**config.mk**
```make
export PLATFORM = sky130hd
export DESIGN_NAME = voice_slot_allocator
export DESIGN_NICKNAME = d
export VERILOG_FILES = /design/src/rtl/vsa_pkg.sv /design/src/rtl/voice_slot_allocator.sv /design/src/rtl/vsa_ram.sv /design/src/rtl/vsa_fifo.sv /design/src/rtl/vsa_front.sv /design/src/rtl/vsa_back.sv
export SDC_FILE = /design/constraint.sdc
export NUM_CORES = 2
export LEC_CHECK = 0
export ABC_AREA = 1
export BUFFER_PORTS_ARGS = -buffer_cell sky130_fd_sc_hd__clkbuf_2
export CAP_MARGIN = 15
export CORE_MARGIN = 4
export CORE_UTILIZATION = 28
export DETAILED_ROUTE_END_ITERATION = 8
export PLACE_DENSITY = 0.43
export SLEW_MARGIN = 10
export SYNTH_ARGS = -nofsm -noshare
export SYNTH_HDL_FRONTEND = slang
export SYNTH_SLANG_ARGS = --single-unit
```
**constraint.sdc**
```tcl
create_clock -name clk_i -period 4.86 [get_ports clk_i]
set_clock_uncertainty 0.1 [all_clocks]
set_input_delay 0.243 -clock clk_i [delete_from_list [all_inputs] [get_ports clk_i]]
set_output_delay 0.243 -clock clk_i [all_outputs]
set_load 0.02 [all_outputs]
```
**src/rtl/vsa_pkg.sv**
```systemverilog
// ----------------------------------------------------------------------------
// vsa_pkg
// Shared types and constants of the voice slot allocator.
// ----------------------------------------------------------------------------
package vsa_pkg;

  localparam int SRC_FIELD_W  = 6;
  localparam int LOUD_W       = 17;
  localparam int FUNC_W       = 3;
  localparam int SLOT_FIELD_W = 5;
  localparam int CFG_W        = 6;
  localparam int QDEPTH       = 2;

  localparam logic [LOUD_W-1:0]  LOUD_ONE  = 17'h10000;
  localparam logic [FUNC_W-1:0]  FUNC_NONE = 3'd7;
  localparam logic [CFG_W-1:0]   SLOTS_AVAIL_RST = 6'd32;

  typedef enum logic [1:0] {
    ACT_NONE    = 2'd0,
    ACT_FORWARD = 2'd1,
    ACT_RETIRE  = 2'd2,
    ACT_ASSIGN  = 2'd3
  } action_e;

  typedef enum logic [1:0] {
    KIND_IGNORE,
    KIND_SILENT,
    KIND_SOUND
  } kind_e;

  typedef enum logic [2:0] {
    ST_IDLE,
    ST_LOOK,
    ST_SCAN,
    ST_DECIDE,
    ST_SECOND
  } state_e;

  typedef struct packed {
    kind_e                  kind;
    logic [SRC_FIELD_W-1:0] src;
    logic [LOUD_W-1:0]      loud;
    logic [FUNC_W-1:0]      func;
  } item_t;

  typedef struct packed {
    action_e                 action;
    logic [SLOT_FIELD_W-1:0] slot;
    logic [SRC_FIELD_W-1:0]  source;
    logic [FUNC_W-1:0]       func;
    logic                    last;
  } result_t;

  typedef struct packed {
    logic full;
    logic empty;
  } qstat_t;

endpackage

```
**src/rtl/voice_slot_allocator.sv**
```systemverilog
// ----------------------------------------------------------------------------
// voice_slot_allocator
// Maps logical sound sources onto a pool of hardware voice slots.
// ----------------------------------------------------------------------------
// Usage:
//   Input channel (in_valid_i/in_ready_o) carries one event request: source,
//   loudness (unsigned Q1.16, 1.0 = 65536, larger values saturate) and command.
//   Output channel (out_valid_o/out_ready_i) returns one or two results per
//   event; last_o marks the final one. An eviction gives a retire of the
//   quietest occupant followed by an assign of the new source to that slot.
//   cfg_we_i/cfg_wdata_i write slots_available; write it only while idle.
// Timing:
//   Silent, out-of-range and already playing events pass the idle and look
//   states to the result register. A new source scans the slots through the
//   owner and loudness memories, one per cycle, then enters the decide state;
//   an eviction's assign follows its retire from the second state. The serial
//   scan sets the throughput. A two-entry queue takes requests meanwhile.
// Reset:
//   All sources unassigned, all slots free, slots_available = 32.
//   When out_ready_i is low the pending result holds and the back end stalls;
//   requests keep queueing until the queue is full.
// ----------------------------------------------------------------------------
module voice_slot_allocator #(
  parameter int NUM_SLOTS   = 32,
  parameter int NUM_SOURCES = 64
) (
  input  logic                               clk_i,
  input  logic                               rst_ni,
  input  logic                               cfg_we_i,
  input  logic [vsa_pkg::CFG_W-1:0]          cfg_wdata_i,
  input  logic                               in_valid_i,
  output logic                               in_ready_o,
  input  logic [vsa_pkg::SRC_FIELD_W-1:0]    source_index_i,
  input  logic [vsa_pkg::LOUD_W-1:0]         loudness_i,
  input  logic [vsa_pkg::FUNC_W-1:0]         func_i,
  output logic                               out_valid_o,
  input  logic                               out_ready_i,
  output logic [1:0]                         action_o,
  output logic [vsa_pkg::SLOT_FIELD_W-1:0]   slot_o,
  output logic [vsa_pkg::SRC_FIELD_W-1:0]    source_o,
  output logic [vsa_pkg::FUNC_W-1:0]         forwarded_func_o,
  output logic                               last_o
);
  import vsa_pkg::*;

  logic [CFG_W-1:0] slots_avail_q;
  qstat_t           qstat;
  logic             push;
  logic             pop;
  item_t            push_item;
  item_t            head_item;
  result_t          result;

  always_ff @(posedge clk_i or negedge rst_ni) begin
    if (!rst_ni) begin
      slots_avail_q <= SLOTS_AVAIL_RST;
    end else if (cfg_we_i) begin
      slots_avail_q <= cfg_wdata_i;
    end
  end

  vsa_front #(.NUM_SOURCES(NUM_SOURCES)) u_front (
    .in_valid_i     (in_valid_i),
    .in_ready_o     (in_ready_o),
    .source_index_i (source_index_i),
    .loudness_i     (loudness_i),
    .func_i         (func_i),
    .qstat_i        (qstat),
    .push_o         (push),
    .item_o         (push_item)
  );

  vsa_fifo u_fifo (
    .clk_i   (clk_i),
    .rst_ni  (rst_ni),
    .push_i  (push),
    .item_i  (push_item),
    .pop_i   (pop),
    .item_o  (head_item),
    .qstat_o (qstat)
  );

  vsa_back #(.NUM_SLOTS(NUM_SLOTS), .NUM_SOURCES(NUM_SOURCES)) u_back (
    .clk_i             (clk_i),
    .rst_ni            (rst_ni),
    .slots_available_i (slots_avail_q),
    .qstat_i           (qstat),
    .item_i            (head_item),
    .pop_o             (pop),
    .out_ready_i       (out_ready_i),
    .out_valid_o       (out_valid_o),
    .result_o          (result)
  );

  assign action_o         = result.action;
  assign slot_o           = result.slot;
  assign source_o         = result.source;
  assign forwarded_func_o = result.func;
  assign last_o           = result.last;

endmodule

```
**src/rtl/vsa_ram.sv**
```systemverilog
// ----------------------------------------------------------------------------
// vsa_ram
// Generic single-write, single-read RAM with registered read data.
// ----------------------------------------------------------------------------
module vsa_ram #(
  parameter int WIDTH = 8,
  parameter int DEPTH = 32,
  parameter int ADDR_W = (DEPTH > 1) ? $clog2(DEPTH) : 1
) (
  input  logic              clk_i,
  input  logic              we_i,
  input  logic [ADDR_W-1:0] waddr_i,
  input  logic [WIDTH-1:0]  wdata_i,
  input  logic              re_i,
  input  logic [ADDR_W-1:0] raddr_i,
  output logic [WIDTH-1:0]  rdata_o
);

  logic [WIDTH-1:0] mem_q [DEPTH];
  logic [WIDTH-1:0] rdata_q;

  always_ff @(posedge clk_i) begin
    if (we_i) begin
      mem_q[waddr_i] <= wdata_i;
    end
    if (re_i) begin
      rdata_q <= mem_q[raddr_i];
    end
  end

  assign rdata_o = rdata_q;

endmodule

```
**src/rtl/vsa_fifo.sv**
```systemverilog
// ----------------------------------------------------------------------------
// vsa_fifo
// Short request queue between the front and the back of the allocator.
// ----------------------------------------------------------------------------
module vsa_fifo (
  input  logic           clk_i,
  input  logic           rst_ni,
  input  logic           push_i,
  input  vsa_pkg::item_t item_i,
  input  logic           pop_i,
  output vsa_pkg::item_t item_o,
  output vsa_pkg::qstat_t qstat_o
);
  import vsa_pkg::*;

  localparam int PTR_W = (QDEPTH > 1) ? $clog2(QDEPTH) : 1;
  localparam int CNT_W = $clog2(QDEPTH + 1);

  item_t             mem_q [QDEPTH];
  logic [PTR_W-1:0]  wr_ptr_q, wr_ptr_d;
  logic [PTR_W-1:0]  rd_ptr_q, rd_ptr_d;
  logic [CNT_W-1:0]  cnt_q, cnt_d;

  always_comb begin
    wr_ptr_d = wr_ptr_q;
    rd_ptr_d = rd_ptr_q;
    cnt_d    = cnt_q;
    if (push_i) begin
      wr_ptr_d = PTR_W'(wr_ptr_q + 1'b1);
    end
    if (pop_i) begin
      rd_ptr_d = PTR_W'(rd_ptr_q + 1'b1);
    end
    case ({push_i, pop_i})
      2'b10:   cnt_d = CNT_W'(cnt_q + 1'b1);
      2'b01:   cnt_d = CNT_W'(cnt_q - 1'b1);
      default: cnt_d = cnt_q;
    endcase
  end

  always_ff @(posedge clk_i or negedge rst_ni) begin
    if (!rst_ni) begin
      wr_ptr_q <= '0;
      rd_ptr_q <= '0;
      cnt_q    <= '0;
    end else begin
      wr_ptr_q <= wr_ptr_d;
      rd_ptr_q <= rd_ptr_d;
      cnt_q    <= cnt_d;
    end
  end

  always_ff @(posedge clk_i) begin
    if (push_i) begin
      mem_q[wr_ptr_q] <= item_i;
    end
  end

  assign item_o        = mem_q[rd_ptr_q];
  assign qstat_o.full  = (cnt_q == CNT_W'(QDEPTH));
  assign qstat_o.empty = (cnt_q == '0);

endmodule

```
**src/rtl/vsa_front.sv**
```systemverilog
// ----------------------------------------------------------------------------
// vsa_front
// Accepts event requests, saturates loudness and sorts them into ignored,
// silent and sounding events before they enter the queue.
// ----------------------------------------------------------------------------
module vsa_front #(
  parameter int NUM_SOURCES = 64
) (
  input  logic                               in_valid_i,
  output logic                               in_ready_o,
  input  logic [vsa_pkg::SRC_FIELD_W-1:0]    source_index_i,
  input  logic [vsa_pkg::LOUD_W-1:0]         loudness_i,
  input  logic [vsa_pkg::FUNC_W-1:0]         func_i,
  input  vsa_pkg::qstat_t                    qstat_i,
  output logic                               push_o,
  output vsa_pkg::item_t                     item_o
);
  import vsa_pkg::*;

  logic              in_range;
  logic [LOUD_W-1:0] loud_sat;

  assign in_range   = (32'(source_index_i) < NUM_SOURCES);
  assign loud_sat   = (loudness_i > LOUD_ONE) ? LOUD_ONE : loudness_i;
  assign in_ready_o = !qstat_i.full;
  assign push_o     = in_valid_i && !qstat_i.full;

  always_comb begin
    item_o.src  = source_index_i;
    item_o.loud = loud_sat;
    item_o.func = func_i;
    if (!in_range) begin
      item_o.kind = KIND_IGNORE;
    end else if (loud_sat == '0) begin
      item_o.kind = KIND_SILENT;
    end else begin
      item_o.kind = KIND_SOUND;
    end
  end

endmodule

```
**src/rtl/vsa_back.sv**
```systemverilog
// ----------------------------------------------------------------------------
// vsa_back
// Carries out queued events: keeps the loudness, source and slot stores,
// scans the slots for a free or the quietest entry and drives the results.
// ----------------------------------------------------------------------------
module vsa_back #(
  parameter int NUM_SLOTS   = 32,
  parameter int NUM_SOURCES = 64
) (
  input  logic                       clk_i,
  input  logic                       rst_ni,
  input  logic [vsa_pkg::CFG_W-1:0]  slots_available_i,
  input  vsa_pkg::qstat_t            qstat_i,
  input  vsa_pkg::item_t             item_i,
  output logic                       pop_o,
  input  logic                       out_ready_i,
  output logic                       out_valid_o,
  output vsa_pkg::result_t           result_o
);
  import vsa_pkg::*;

  localparam int NSRC   = (NUM_SOURCES < 64) ? NUM_SOURCES : 64;
  localparam int SRC_W  = (NSRC > 1) ? $clog2(NSRC) : 1;
  localparam int SLOT_W = (NUM_SLOTS > 1) ? $clog2(NUM_SLOTS) : 1;
  localparam int CNT_W  = $clog2(NUM_SLOTS + 1);
  localparam int UW     = (CNT_W > CFG_W) ? CNT_W : CFG_W;

  function automatic logic [SLOT_FIELD_W-1:0] slot_out(logic [SLOT_W-1:0] s);
    logic [SLOT_W+SLOT_FIELD_W-1:0] w;
    w = {{SLOT_FIELD_W{1'b0}}, s};
    return w[SLOT_FIELD_W-1:0];
  endfunction

  function automatic logic [SRC_FIELD_W-1:0] src_out(logic [SRC_W-1:0] s);
    logic [SRC_W+SRC_FIELD_W-1:0] w;
    w = {{SRC_FIELD_W{1'b0}}, s};
    return w[SRC_FIELD_W-1:0];
  endfunction

  state_e             state_q, state_d;
  item_t              cur_q, cur_d;
  logic [NSRC-1:0]    src_valid_q, src_valid_d;
  logic [NUM_SLOTS-1:0] slot_valid_q, slot_valid_d;
  logic [CNT_W-1:0]   in_use_q, in_use_d;
  logic               faint_mode_q, faint_mode_d;
  logic [CNT_W-1:0]   cnt_q, cnt_d;
  logic               a_vld_q, a_vld_d, a_used_q, a_used_d;
  logic [SLOT_W-1:0]  a_idx_q, a_idx_d;
  logic               b_vld_q, b_vld_d, b_used_q, b_used_d;
  logic [SLOT_W-1:0]  b_idx_q, b_idx_d;
  logic [SRC_W-1:0]   b_owner_q, b_owner_d;
  logic               found_q, found_d;
  logic [SLOT_W-1:0]  pick_slot_q, pick_slot_d;
  logic [SRC_W-1:0]   pick_owner_q, pick_owner_d;
  logic [LOUD_W-1:0]  fv_q, fv_d;
  logic               out_vld_q, out_vld_d;
  result_t            res_q, res_d;

  logic [UW-1:0]      avail_w;
  logic [CNT_W-1:0]   usable;
  logic [SRC_W-1:0]   cur_src;
  logic               can_emit;
  logic               issue;
  logic               take;

  logic               loud_we;
  logic [LOUD_W-1:0]  loud_rdata;
  logic               sos_we;
  logic [SLOT_W-1:0]  sos_rdata;
  logic               own_we;
  logic [SRC_W-1:0]   own_rdata;

  assign avail_w  = UW'(slots_available_i);
  assign usable   = (avail_w < UW'(NUM_SLOTS)) ? CNT_W'(avail_w) : CNT_W'(NUM_SLOTS);
  assign cur_src  = cur_q.src[SRC_W-1:0];
  assign can_emit = !out_vld_q || out_ready_i;
  assign issue    = (state_q == ST_SCAN) && (cnt_q < usable);
  assign loud_we  = pop_o && (item_i.kind != KIND_IGNORE);

  // per-source loudness
  vsa_ram #(.WIDTH(LOUD_W), .DEPTH(NSRC)) u_loud_ram (
    .clk_i   (clk_i),
    .we_i    (loud_we),
    .waddr_i (item_i.src[SRC_W-1:0]),
    .wdata_i (item_i.loud),
    .re_i    (a_vld_q),
    .raddr_i (own_rdata),
    .rdata_o (loud_rdata)
  );

  // slot held by each source
  vsa_ram #(.WIDTH(SLOT_W), .DEPTH(NSRC)) u_sos_ram (
    .clk_i   (clk_i),
    .we_i    (sos_we),
    .waddr_i (cur_src),
    .wdata_i (pick_slot_q),
    .re_i    (pop_o),
    .raddr_i (item_i.src[SRC_W-1:0]),
    .rdata_o (sos_rdata)
  );

  // source owning each slot
  vsa_ram #(.WIDTH(SRC_W), .DEPTH(NUM_SLOTS)) u_owner_ram (
    .clk_i   (clk_i),
    .we_i    (own_we),
    .waddr_i (pick_slot_q),
    .wdata_i (cur_src),
    .re_i    (issue),
    .raddr_i (cnt_q[SLOT_W-1:0]),
    .rdata_o (own_rdata)
  );

  always_comb begin
    state_d      = state_q;
    cur_d        = cur_q;
    src_valid_d  = src_valid_q;
    slot_valid_d = slot_valid_q;
    in_use_d     = in_use_q;
    faint_mode_d = faint_mode_q;
    cnt_d        = cnt_q;
    a_vld_d      = 1'b0;
    a_used_d     = a_used_q;
    a_idx_d      = a_idx_q;
    b_vld_d      = a_vld_q;
    b_used_d     = a_used_q;
    b_idx_d      = a_idx_q;
    b_owner_d    = own_rdata;
    found_d      = found_q;
    pick_slot_d  = pick_slot_q;
    pick_owner_d = pick_owner_q;
    fv_d         = fv_q;
    out_vld_d    = out_vld_q && !out_ready_i;
    res_d        = res_q;
    pop_o        = 1'b0;
    sos_we       = 1'b0;
    own_we       = 1'b0;
    take         = 1'b0;

    unique case (state_q)
      ST_IDLE: begin
        if (!qstat_i.empty) begin
          pop_o   = 1'b1;
          cur_d   = item_i;
          state_d = ST_LOOK;
        end
      end

      ST_LOOK: begin
        unique case (cur_q.kind)
          KIND_SOUND: begin
            if (src_valid_q[cur_src]) begin
              if (can_emit) begin
                out_vld_d = 1'b1;
                if (cur_q.func == FUNC_NONE) begin
                  res_d = '{ACT_NONE, '0, '0, '0, 1'b1};
                end else begin
                  res_d = '{ACT_FORWARD, slot_out(sos_rdata), src_out(cur_src),
                            cur_q.func, 1'b1};
                end
                state_d = ST_IDLE;
              end
            end else begin
              cnt_d        = '0;
              found_d      = 1'b0;
              fv_d         = LOUD_ONE;
              faint_mode_d = (in_use_q >= usable);
              state_d      = ST_SCAN;
            end
          end
          KIND_SILENT: begin
            if (can_emit) begin
              out_vld_d = 1'b1;
              if (src_valid_q[cur_src]) begin
                res_d = '{ACT_RETIRE, slot_out(sos_rdata), src_out(cur_src), '0, 1'b1};
                src_valid_d[cur_src]    = 1'b0;
                slot_valid_d[sos_rdata] = 1'b0;
                if (in_use_q != '0) begin
                  in_use_d = CNT_W'(in_use_q - 1'b1);
                end
              end else begin
                res_d = '{ACT_NONE, '0, '0, '0, 1'b1};
              end
              state_d = ST_IDLE;
            end
          end
          default: begin
            if (can_emit) begin
              out_vld_d = 1'b1;
              res_d     = '{ACT_NONE, '0, '0, '0, 1'b1};
              state_d   = ST_IDLE;
            end
          end
        endcase
      end

      ST_SCAN: begin
        // one slot enters the two-stage read pipe per cycle
        if (issue) begin
          cnt_d    = CNT_W'(cnt_q + 1'b1);
          a_vld_d  = 1'b1;
          a_used_d = slot_valid_q[cnt_q[SLOT_W-1:0]];
          a_idx_d  = cnt_q[SLOT_W-1:0];
        end
        if (b_vld_q) begin
          if (faint_mode_q) begin
            if (b_used_q && (loud_rdata < fv_q)) begin
              fv_d         = loud_rdata;
              pick_slot_d  = b_idx_q;
              pick_owner_d = b_owner_q;
              found_d      = 1'b1;
            end
          end else if (!b_used_q && !found_q) begin
            found_d     = 1'b1;
            pick_slot_d = b_idx_q;
          end
        end
        if (!issue && !a_vld_q && !b_vld_q) begin
          state_d = ST_DECIDE;
        end
      end

      ST_DECIDE: begin
        if (can_emit) begin
          out_vld_d = 1'b1;
          if (faint_mode_q && found_q && (fv_q < cur_q.loud)) begin
            // evict the quietest occupant, the assign follows in ST_SECOND
            res_d = '{ACT_RETIRE, slot_out(pick_slot_q), src_out(pick_owner_q), '0, 1'b0};
            src_valid_d[pick_owner_q] = 1'b0;
            state_d = ST_SECOND;
          end else if (!faint_mode_q && found_q) begin
            take     = 1'b1;
            in_use_d = CNT_W'(in_use_q + 1'b1);
            state_d  = ST_IDLE;
          end else begin
            res_d   = '{ACT_NONE, '0, '0, '0, 1'b1};
            state_d = ST_IDLE;
          end
        end
      end

      ST_SECOND: begin
        if (can_emit) begin
          out_vld_d = 1'b1;
          take      = 1'b1;
          state_d   = ST_IDLE;
        end
      end

      default: begin
        state_d = ST_IDLE;
      end
    endcase

    if (take) begin
      src_valid_d[cur_src]      = 1'b1;
      slot_valid_d[pick_slot_q] = 1'b1;
      sos_we                    = 1'b1;
      own_we                    = 1'b1;
      res_d = '{ACT_ASSIGN, slot_out(pick_slot_q), src_out(cur_src), '0, 1'b1};
    end
  end

  always_ff @(posedge clk_i or negedge rst_ni) begin
    if (!rst_ni) begin
      state_q      <= ST_IDLE;
      src_valid_q  <= '0;
      slot_valid_q <= '0;
      in_use_q     <= '0;
      a_vld_q      <= 1'b0;
      b_vld_q      <= 1'b0;
      out_vld_q    <= 1'b0;
    end else begin
      state_q      <= state_d;
      src_valid_q  <= src_valid_d;
      slot_valid_q <= slot_valid_d;
      in_use_q     <= in_use_d;
      a_vld_q      <= a_vld_d;
      b_vld_q      <= b_vld_d;
      out_vld_q    <= out_vld_d;
    end
  end

  always_ff @(posedge clk_i) begin
    cur_q        <= cur_d;
    faint_mode_q <= faint_mode_d;
    cnt_q        <= cnt_d;
    a_used_q     <= a_used_d;
    a_idx_q      <= a_idx_d;
    b_used_q     <= b_used_d;
    b_idx_q      <= b_idx_d;
    b_owner_q    <= b_owner_d;
    found_q      <= found_d;
    pick_slot_q  <= pick_slot_d;
    pick_owner_q <= pick_owner_d;
    fv_q         <= fv_d;
    res_q        <= res_d;
  end

  assign out_valid_o = out_vld_q;
  assign result_o    = res_q;

endmodule

```
==> reports/results.ini <==
[outcome]
outcome=finished clean

[flow_run]
maxCapViolations=0

[timing]
finalSetupViolCount=0
worst_pin_slew_ns=1.21
grt_setup_unrepaired=no
max_freq_mhz=255
slew_violations=0
finalHoldViolations=0
whs_ns=0.0618
final.setup.tns_ns=0
fin_crit_sh=0.806
min_period_ns=3.92
max_slew_margin=0.189

[final_layout]
mostFrequentLayoutCell=edfxtp_1
final_core_util=0.328
nets=6872
fill_cells=27640
final_cell_area_um2=91000
layout.cells.non_filler=10655
drive_gt1_frac=0.102
mostFrequentLayoutCells=1765 x edfxtp_1, 1016 x nor2_1, 939 x nand2_1
layout-area-overhead-vs-synth_pct=16.1

[placement]
gp_congestion=0.864
dp_cells=10230
hpwlAfterDp_um=161000
portBuffers=55
place_area_um2=83800

[global_route]
grt_pass1_vias=51536
gr-total-overflow=0
antenna_found_initial=12
grt_usage=0.177
grt_pass1_wl_um=376000
grt_max_degree=146

[critical_path]
r2r_slack_ns=0.94
critPathCaptureType=register
cp.required_ns=5.22
reg2reg_depth=8
crit_type=reg -> reg
cp_max_fo=29
crit_path_start_kind=register
crit_arrival_ns=4.28
timing.rr.start=u_fifo.rd_ptr_q$_DFFE_PN0P_
r2r_end=u_back.u_loud_ram.mem_q[23][7]$_DFFE_PP_

[min_path]
hold_path_class=in -> reg
hold_depth=2
hp-start=func_i[2]
whs_endpoint=u_fifo.mem_q[0][2]$_DFFE_PP_

[synth]
postSynth.asyncResetShare=0.0621
synthesis.area_um2=78300
synth_nets=6724
ys_seq_elements=1901
yosysWarnings=0
ys_seq_area_frac=0.719
syn_inst=6635
synth_edf_count=1765
synth_area_per_cell_um2=11.8
synth.distinct_cells=56
synth_top_flop_cell=edfxtp_1

[routing]
antenna_left=0
dr.first_iter.drc_count=5867
dr_total_vias=52828
routedWlPerCell_um=24.6
first_pass_iters=6
viasPerCell=4.96
drc=0
wirelength_um=263000

[clocking]
cts.sinks=1901
ctsRootBufferMaster=clkbuf_16
tritoncts=done
clkLatencyLatePin_ns=0.89
numCtsBuffers=205
ctsLongestPathBuffers=4
ctsResizeCount=0
post-cts-setup-buffers=0
clk_pin_slew_worst_paths_ns=0.06
htreeDepth=4

[die]
die_h_um=537
start_util=0.282
core_area_um2=277000
rows=193
ioPinCount=56
die-area_um2=288000
die_w_um=537

[power_and_ir_drop]
p_per_area_nw_per_um2=544
peakVddDrop_mv=0.376
p_leak_nw=31.7

-- metrics by stage --
stage,setup slack [ns],total power [W]
CTS,0.905,0.0499
detailed placement,0.919,0.0341
global route,0.765,0.0516
global placement,0.970,0.0340
finish,0.943,0.0495
floorplan,1.46,0.0279
-- synth_stat cells (5+ instances only) --
cell	number	area [um2]
nor3_1	45	225
ha_1	51	638
nor3_2	12	120
o21ai_1	20	100
inv_2	25	93.8
nor2_1	1064	3990
buf_2	65	325
xor2_1	7	61.3
buf_1	18	67.6
edfxtp_1	1765	53000
o22ai_1	306	1910
a22oi_1	52	390
a21oi_1	121	606
o221ai_1	22	193
nand3_1	184	921
nand4_1	104	651
inv_1	363	1360
dfrtp_1	117	2930
clkinv_1	10	37.5
nand2_2	6	37.5
clkbuf_1	280	1050
buf_4	5	37.5
o21ai_0	883	4420
dfxtp_1	18	360
a31oi_1	12	75.1
nor3_4	5	81.3
buf_6	7	78.8
o211ai_1	47	353
nand2_1	956	3590
nor4_1	6	37.5
-- worst max path at each step --
stage,start,endpoint,slack (ns),depth (start not counted)
floorplan,u_back.cur_src[0]$_DFFE_PP_,u_back.fv_q[0]$_SDFFCE_PN0P_,1.46,13
finish,u_fifo.rd_ptr_q$_DFFE_PN0P_,u_back.u_loud_ram.mem_q[23][7]$_DFFE_PP_,0.94,8
global placement,u_fifo.rd_ptr_q$_DFFE_PN0P_,u_back.u_loud_ram.mem_q[23][15]$_DFFE_PP_,0.97,8
detailed placement,u_fifo.rd_ptr_q$_DFFE_PN0P_,u_back.u_loud_ram.mem_q[23][15]$_DFFE_PP_,0.92,8
global route,u_fifo.rd_ptr_q$_DFFE_PN0P_,u_back.u_loud_ram.mem_q[23][10]$_DFFE_PP_,0.76,8
CTS,u_fifo.rd_ptr_q$_DFFE_PN0P_,u_back.u_loud_ram.mem_q[23][7]$_DFFE_PP_,0.91,8
-- state kept, by name, indices dropped and copies added (netlist names), 17 cells and up --
signal	count
u_back.cur_q	22
u_back.fv_q	17
u_back.result_o	17
u_back.slot_valid_q	32
u_back.src_valid_q	64
u_back.u_loud_ram.mem_q	1088
u_back.u_loud_ram.rdata_o	17
u_back.u_owner_ram.mem_q	192
u_back.u_sos_ram.mem_q	320
u_fifo.mem_q	56
-- metal layers --
layer  routed length (um)  track usage  up-vias
met3                14900       0.0220      372
met2               123000        0.289     1758
met5                    0            0        -
li1                     -            -    24001
met4                 8460       0.0541        0
met1               116000        0.245    26697
-- power breakdown --
group / internal (W) / switching [W]
Combinational: 0.00272 / 0.00980
Clock: 0.00924 / 0.00659
Sequential: 0.0205 / 0.000596
Total: 0.0325 / 0.0170
-- kinds of logic after synthesis --
logic type,count (synthesis),synth area share
flops,1901,0.719
mux,4,0.000575
xor+xnor,10,0.00112
compound gates,1481,0.105
simple gates,2413,0.127
fa+ha+maj,52,0.00840
buf+inv,774,0.0391
-- critical path, stage by stage (launching register included) --
cell	delay, ns
dfrtp_1	0.52
buf_4	0.40
nand2_1	0.11
nand2_2	0.41
nand3_2	0.16
inv_2	0.59
nand2_1	0.11
buf_4	0.27
nor2_2	0.82
-- what timing repair did --
item,CTS,global route
endpoints found under the hold margin,145,0
hold buffers,50,0
setup endpoints to repair,0,0
-- final cells by class --
class,count,area (um2),share of cell area
flip-flops and latches,1901,56300,0.619
multi-input cells,3960,19100,0.210
clock buffers,249,5430,0.0597
well taps,3705,4640,0.0510
repair buffers,316,2680,0.0294
inverters,399,1520,0.0167
clock inverters,118,1230,0.0135
diodes,7,17.5,0.000193
No activity file was read; power rests on OpenSTA's default activity.
